<file path="src/rtl/nst_pkg.sv">
// package for the named semaphore table
// shared types and status codes; no dependencies
package nst_pkg;

  typedef enum logic [1:0] {
    KIND_OPEN  = 2'd0,
    KIND_WAIT  = 2'd1,
    KIND_POST  = 2'd2,
    KIND_CLOSE = 2'd3
  } kind_t;

  typedef enum logic [2:0] {
    ST_DONE    = 3'd0,
    ST_NOSEM   = 3'd1,
    ST_FULL    = 3'd2,
    ST_BLOCKED = 3'd3,
    ST_QFULL   = 3'd4
  } status_t;

  typedef enum logic [1:0] {
    S_IDLE,
    S_SCAN,
    S_EXEC,
    S_OUT
  } state_t;

  // search token passed along the cell chain
  typedef struct packed {
    logic hit_found;
    logic free_found;
  } token_t;

endpackage

</file>
<file path="src/rtl/nst_cell.sv">
// one semaphore entry of the table: key, count, open count and queue pointers
// depends on nst_pkg
module nst_cell #(
  parameter int QW = 4,
  parameter int QD = 16
) (
  input  logic            clk,
  input  logic            rst,
  input  logic [63:0]     key_in,
  input  nst_pkg::token_t tok_in,
  output nst_pkg::token_t tok_out,
  output logic            sel_hit,
  output logic            sel_free,
  input  logic            exec,
  input  logic            do_hit,
  input  logic            do_create,
  input  logic [1:0]      kind,
  input  logic [15:0]     init_value,
  output logic [15:0]     value,
  output logic [QW-1:0]   head,
  output logic [QW-1:0]   tail,
  output logic [QW:0]     fill
);
  import nst_pkg::*;

  logic        live;
  logic [63:0] key;
  logic        match;
  logic [7:0]  users;

  assign match    = live && key == key_in;
  assign sel_hit  = match && !tok_in.hit_found;
  assign sel_free = !live && !tok_in.free_found;
  assign tok_out.hit_found  = tok_in.hit_found | match;
  assign tok_out.free_found = tok_in.free_found | !live;

  always_ff @(posedge clk) begin
    if (rst) begin
      live  <= 1'b0;
      key   <= '0;
      value <= '0;
      users <= '0;
      head  <= '0;
      tail  <= '0;
      fill  <= '0;
    end else if (exec) begin
      if (do_create) begin
        live  <= 1'b1;
        key   <= key_in;
        value <= init_value;
        users <= 8'd1;
        head  <= '0;
        tail  <= '0;
        fill  <= '0;
      end else if (do_hit) begin
        case (kind_t'(kind))
          KIND_OPEN: begin
            if (users != 8'hff) users <= users + 8'd1;
          end
          KIND_WAIT: begin
            if (value != 16'd0) value <= value - 16'd1;
            else if (fill < (QW+1)'(QD)) begin
              tail <= (tail == QW'(QD - 1)) ? '0 : tail + 1'b1;
              fill <= fill + 1'b1;
            end
          end
          KIND_POST: begin
            if (value != 16'hffff) value <= value + 16'd1;
            if (fill != '0) begin
              head <= (head == QW'(QD - 1)) ? '0 : head + 1'b1;
              fill <= fill - 1'b1;
            end
          end
          default: begin
            if (users <= 8'd1) begin
              live  <= 1'b0;
              key   <= '0;
              value <= '0;
              users <= '0;
              head  <= '0;
              tail  <= '0;
              fill  <= '0;
            end else begin
              users <= users - 8'd1;
            end
          end
        endcase
      end
    end
  end

endmodule

</file>
<file path="config.mk">
export PLATFORM = sky130hd
export DESIGN_NAME = nst_cell
export DESIGN_NICKNAME = d
export VERILOG_FILES = /design/src/rtl/nst_pkg.sv /design/src/rtl/nst_cell.sv
export SDC_FILE = /design/constraint.sdc
export NUM_CORES = 1
export LEC_CHECK = 0
export BUFFER_PORTS_ARGS = -buffer_cell sky130_fd_sc_hd__clkbuf_2
export CAP_MARGIN = 20
export CORE_AREA = 2 2 130 132
export CTS_CLUSTER_DIAMETER = 60
export DETAILED_ROUTE_END_ITERATION = 16
export DIE_AREA = 0 0 132 134
export PLACE_DENSITY = 0.6
export RECOVER_POWER = 50
export SKIP_LAST_GASP = 1
export SLEW_MARGIN = 10
export SYNTH_ARGS = -nofsm -noshare
export SYNTH_HDL_FRONTEND = slang
export SYNTH_SLANG_ARGS = --single-unit
</file>
<file path="constraint.sdc">
create_clock -name clk -period 3.4 [get_ports clk]
set_input_delay 0.34 -clock clk [delete_from_list [all_inputs] [get_ports clk]]
set_output_delay 0.34 -clock clk [all_outputs]
set_load 0.005 [all_outputs]
</file>
Yosys cells after proc, flatten, opt, wreduce, memory -nomap -nowiden
Cells that the tools add are included.
{"block": "totals", "register_bits": 102, "input_bits": 89, "output_inout_bits": 33, "elab_cells": 99}
{"block": "classes", "add_sub_neg": 8, "order_cmp": 2, "n_eq_ne": 18, "n_mux": 38, "n_bitwise": 2, "n_reduce_logical": 24}
{"operator": "$mux 64", "count": 4}
{"operator": "$mux 16", "count": 5}
{"operator": "$eq 64x64->1", "count": 1}
{"operator": "$pmux 16 s3", "count": 1}
{"operator": "$mux 4", "count": 10}
{"operator": "$mux 8", "count": 4}
{"operator": "$mux 5", "count": 6}
{"operator": "$ne 3x3->1 const B", "count": 6}
{"operator": "$add 16x1->16 const B", "count": 1}
{"operator": "$ne 16x16->1 const B", "count": 1}
{"operator": "$pmux 4 s2", "count": 2}
{"operator": "$pmux 8 s2", "count": 1}
{"operator": "$reduce_bool 16->1", "count": 1}
{"operator": "$sub 16x1->16 const B", "count": 1}
{"operator": "$pmux 5 s3", "count": 1}
{"operator": "$reduce_and 6->1", "count": 2}
{"operator": "$add 4x1->4 const B", "count": 2}
{"operator": "$add 8x1->8 const B", "count": 1}
{"operator": "$eq 4x4->1 const B", "count": 2}
{"operator": "$le 8x1->1 const B", "count": 1}
{"operator": "$ne 2x1->1 const B", "count": 4}
{"operator": "$ne 8x8->1 const B", "count": 1}
{"operator": "$reduce_and 4->1", "count": 2}
{"operator": "$sub 8x1->8 const B", "count": 1}
{"operator": "19 further kinds", "count": 31}

Logic depth before layout (Yosys ltp)
{"block": "depth", "word_depth": 7, "depth_mapped": 11, "depth_no_buf": 10}

Worst setup path before layout
No wires, ideal clock.
{"block": "synth_path", "path_type": "input -> register", "start": "input port kind[0]", "end": "register value[11]", "setup_time_ns": 0.124, "arrival_ns": 2.605, "required_ns": 3.276, "path_slack_ns": 0.671, "path_stages": 11, "n_path_buf": 1, "path_cell_list": "inv_1 -> ha_1 -> inv_1 -> ha_1 -> clkbuf_1 -> a211oi_1 -> o211ai_1 -> nor2_1 -> mux2_2 -> a221oi_1 -> a21oi_1"}
{"block": "synth_between", "elab_chain_cells": 4}
{"element": "from (decl)", "line": "nst_cell.sv:17", "rtl": "input logic [1:0] kind,"}
{"element": "$eq 2x2->1, or another cell as far along", "line": "nst_cell.sv:56", "rtl": "case (kind_t'(kind))"}
{"element": "$pmux 16 s3", "line": "nst_cell.sv:56"}
{"element": "$mux 16", "line": "nst_cell.sv:55", "rtl": "end else if (do_hit) begin"}
{"element": "$mux 16", "line": "nst_cell.sv:47", "rtl": "if (do_create) begin"}
{"element": "to (signal assigned)", "line": "nst_cell.sv:50", "rtl": "value <= init_value;"}
{"element": "to (signal assigned)", "line": "nst_cell.sv:61", "rtl": "if (value != 16'd0) value <= value - 16'd1;"}
{"element": "to (signal assigned)", "line": "nst_cell.sv:68", "rtl": "if (value != 16'hffff) value <= value + 16'd1;"}
{"element": "to (decl)", "line": "nst_cell.sv:19", "rtl": "output logic [15:0] value,"}
Several ways; a longest one is shown, not always the timed one. The select of a mux whose other input is x is not followed.
A chain may end at the register's enable or synchronous reset.

Worst setup path in the final report
{"block": "layout_path", "start": "register key[55]", "end": "output port sel_hit"}
{"block": "layout_between", "elab_chain_cells": 3}
{"element": "from (decl)", "line": "nst_cell.sv:27", "rtl": "logic [63:0] key;"}
{"element": "from (signal assigned)", "line": "nst_cell.sv:49", "rtl": "key <= key_in;"}
{"element": "$eq 64x64->1", "line": "nst_cell.sv:31", "rtl": "assign match = live && key == key_in;"}
{"element": "$logic_and 1x1->1", "line": "nst_cell.sv:31"}
{"element": "$logic_and 1x1->1", "line": "nst_cell.sv:32", "rtl": "assign sel_hit = match && !tok_in.hit_found;"}
{"element": "to (decl)", "line": "nst_cell.sv:12", "rtl": "output logic sel_hit,"}
Every way passes these cells.

==> flow_summary_export.csv <==
group,metric,value,unit
status,status,"finished, final reports clean",
logic_synthesis,synth.net_count,953,
power_and_ir_drop,power_frac_seq,42.5,%
power_and_ir_drop,vdd_drop_max,0.0002244,V
power_and_ir_drop,combPwrFrac,24.4,%
floorplanning,die_h,134,um
final_layout,drive_gt1_share,16.15,%
grt,grt_pass1_vias,5813,
worst_hold_path,hold_path.class,"input port to register",
worst_setup_path,cp_slowest_stage_delay,0.62,ns
final_layout,antenna_cells,0,
logic_synthesis,syn_area_per_cell,7.637,um2
logic_synthesis,synth_top_family_by_area,"simple AND/OR/NAND/NOR gates",
floorplanning,chipWidth,132,um
logic_synthesis,ys_seq_area_share,31.98,%
final_layout,final_cell_mix,"clkbuf_2 (111), a21oi_1 (108), dfxtp_1 (102), nand2_1 (97), nand3_1 (82)",
timing,slew_headroom,18.87,%
clock_network,path_clk_slew,0.08,ns
worst_setup_path,start_kind,"register",
power_and_ir_drop,power.density,423.7,nW/um2
floorplanning,core,16290,um2
final_layout,final_nets,1041,
clock_network,cts_resized,0,
run,maxCapViolations,0,
logic_synthesis,yosysUniqueCellTypes,71,
worst_setup_path,crit_slowest_cell,"nor4_1",
clock_network,clk_latency,0.36,ns
worst_setup_path,cpLargestDelayFamily,"simple AND/OR/NAND/NOR gates",
routing,via_per_inst,5.579,
logic_synthesis,synth_simple_gate_area_share,25.20,%
floorplanning,initial_core_util,39.20,%
power_and_ir_drop,power.switching,1.042,mW
worst_setup_path,crit_path_cell_trace,"xnor2_1 > nand4_1 > nor4_1 > nand4_1 > or4_1 > nor2_1 > clkbuf_2",
place,gp_congestion,0.8453,
timing,fin_tns_setup,0,ns
clock_network,cts-root-buf,"clkbuf_16",
timing,worst_pin_slew,1.217,ns
routing,post-route-drc-count,0,
place,place_ws,0.6475,ns
grt,grt_pass1_wl,30560,um
worst_setup_path,worst_setup_path_end_kind,"primary output",
timing,hold_viol_final,0,
routing,vias,6410,
routing,first_pass_iters,9,
routing,postRouteAntennaNets,0,
logic_synthesis,synth-xor-area-share,8.093,%
final_layout,finish.utilization,45.17,%
final_layout,area_growth,15.25,%
grt,grt_max_degree,83,
routing,drtIter0Drc,523,
floorplanning,dieArea,17690,um2
power_and_ir_drop,p_int,2.075,mW
clock_network,cts-hold-fix-buffers,0,
logic_synthesis,async_flop_share,0,%
timing,fin_ws,0.4167,ns
grt,antenna_found_initial,1,
worst_setup_path,crit_arrival,2.64,ns
place,place_area,7133,um2
timing,period_share,87.74,%
place,dp_hpwl,13160,um
timing,skew,0.005341,ns
clock_network,cts_setup_buffers,0,
logic_synthesis,synth_edf_count,0,
place,port-buffer-count,121,
final_layout,layout_commonest_cell,"clkbuf_2",
clock_network,numCtsBuffers,9,
clock_network,cts_tree,"yes",
floorplanning,placementRows,47,
logic_synthesis,yosys_warnings,0,
worst_setup_path,crit_path_max_fanout,2,
logic_synthesis,synth_fa_ha_area_share,5.487,%
power_and_ir_drop,switching_share,33.43,%
routing,wl,18900,um
logic_synthesis,synth_ff_type,"dfxtp_1",
logic_synthesis,synth_compound_area_share,22.87,%
clock_network,cts_sinks,102,
final_layout,fin_area,7358,um2
worst_setup_path,critPathBufInv,1,
power_and_ir_drop,p_leak,2.834,nW
timing,max_freq,335.2,MHz
logic_synthesis,synth_top_area_share,31.98,%
timing,rsz0062_at_grt,"no",
logic_synthesis,syn_inst,836,
worst_setup_path,worst-setup-path-type,"register to primary output",
logic_synthesis,syn_area,6385,um2
power_and_ir_drop,p_clk_share,33.1,%
clock_network,htreeDepth,3,
timing,slew_viol_final,0,
worst_setup_path,cp_common_cell,"nand4_1",
timing,final-setup-viol-count,0,
routing,wire_per_inst,16.45,um
clock_network,clockBufferDepth,2,
logic_synthesis,ys_top_cells_by_area,"dfxtp_1 (32%), a21oi_1 (8.4%), xnor2_1 (7.0%), nand3_1 (6.3%), nand2_1 (5.7%)",
grt,grt_util_all_layers,21.00,%
timing,min_period,2.983,ns
worst_setup_path,critPathRequiredTime,3.06,ns
logic_synthesis,ys_seq_elements,102,
grt,grt_overflow,0,
floorplanning,ios,122,
logic_synthesis,synthMuxAreaShare,0.4899,%
logic_synthesis,synth_largest_area_cell,"dfxtp_1",
cells by family (layout without fill, tap and decap cells):
logic type               Yosys count  count (layout)
multiplexers                       3               3
adder cells (fa/ha/maj)           28              28
XOR/XNOR                          59              59
AND/OR/NAND/NOR                  321             321
AO/OA/AOI/OAI                    234             234
buffers and inverters             89             182
flip-flops                       102             102
synthesized netlist by cell type (all sizes together) (3+ instances only):
cell type / instances
a21oi: 108
dfxtp: 102
nand2: 97
nand3: 82
xnor2: 51
nor2: 41
clkbuf: 40
o21ai: 37
inv: 33
ha: 28
nand4: 23
nor3: 19
buf: 16
a221oi: 14
nor4: 12
a31oi: 9
nand2b: 9
or3: 8
xor2: 8
a21o: 7
o22ai: 7
or4: 7
and3: 6
a211oi: 5
nor2b: 5
o211ai: 5
a311oi: 4
o2bb2ai: 4
a41oi: 3
and4: 3
o2111ai: 3
layout make-up:
type | instances | area, um2
clock buffers | 9 | 225.2
clock inverters | 7 | 55.05
fillers | 1672 | 8931
inverters | 33 | 123.9
multi-input cells | 645 | 3953
flip-flops and latches | 102 | 2042
well taps | 220 | 275.3
repair buffers | 133 | 684.4
per-layer routing:
| layer | track usage (%) | wire (um) | share of wire (%) | vias up |
|---|---|---|---|---|
| met5 | 0 | 11 | 0.058 | - |
| met4 | 6.461 | 287 | 1.5 | 2 |
| met3 | 3.137 | 905 | 4.8 | 21 |
| met2 | 32.00 | 8490 | 45 | 188 |
| met1 | 30.52 | 9209 | 49 | 2984 |
| li1 | - | - | - | 3215 |
registers in the layout, summed over array words and instances, names as in the netlist:
name / cells
fill: 5
head: 4
key: 64
live: 1
tail: 4
users: 8
value: 16
stage by stage:
step | hold slack, ns | power [mW] | cells
after detailed placement | 0.4462 | 2.114 | 1133
after global placement | 0.4400 | 2.117 | 1133
final | 0.2293 | 3.117 | 1149
after floorplan | 0.4319 | 1.869 | 836
after global routing | 0.2345 | 3.286 | 1149
after CTS | 0.2161 | 3.153 | 1149
final timing paths:
check	end	start	cells past startpoint	slack, ns
max	sel_hit	key[55]	7	0.42
min reg2reg	key[58]	key[58]	2	0.45
max reg2reg	key[10]	users[1]	8	0.49
min	value[12]	init_value[12]	3	0.23
power groups by stage:
stage               logic [mW]  clock network [mW]  registers, mW
global placement         0.764                   0           1.35
CTS                      0.766                1.06           1.32
global route             0.844                1.11           1.33
floorplan                0.539                   0           1.33
detailed placement       0.761                   0           1.35
finish                   0.760                1.03           1.33
worst reg2reg max path, stage by stage (launching register included):
cell and delay [ns]:
dfxtp_1 0.49, inv_1 0.13, ha_1 0.28, o211a_1 0.32, and3_1 0.25, o21ai_4 0.12
buf_2 0.94, nand2_1 0.13, a21oi_1 0.18
No activity file was read; power rests on OpenSTA's default activity.
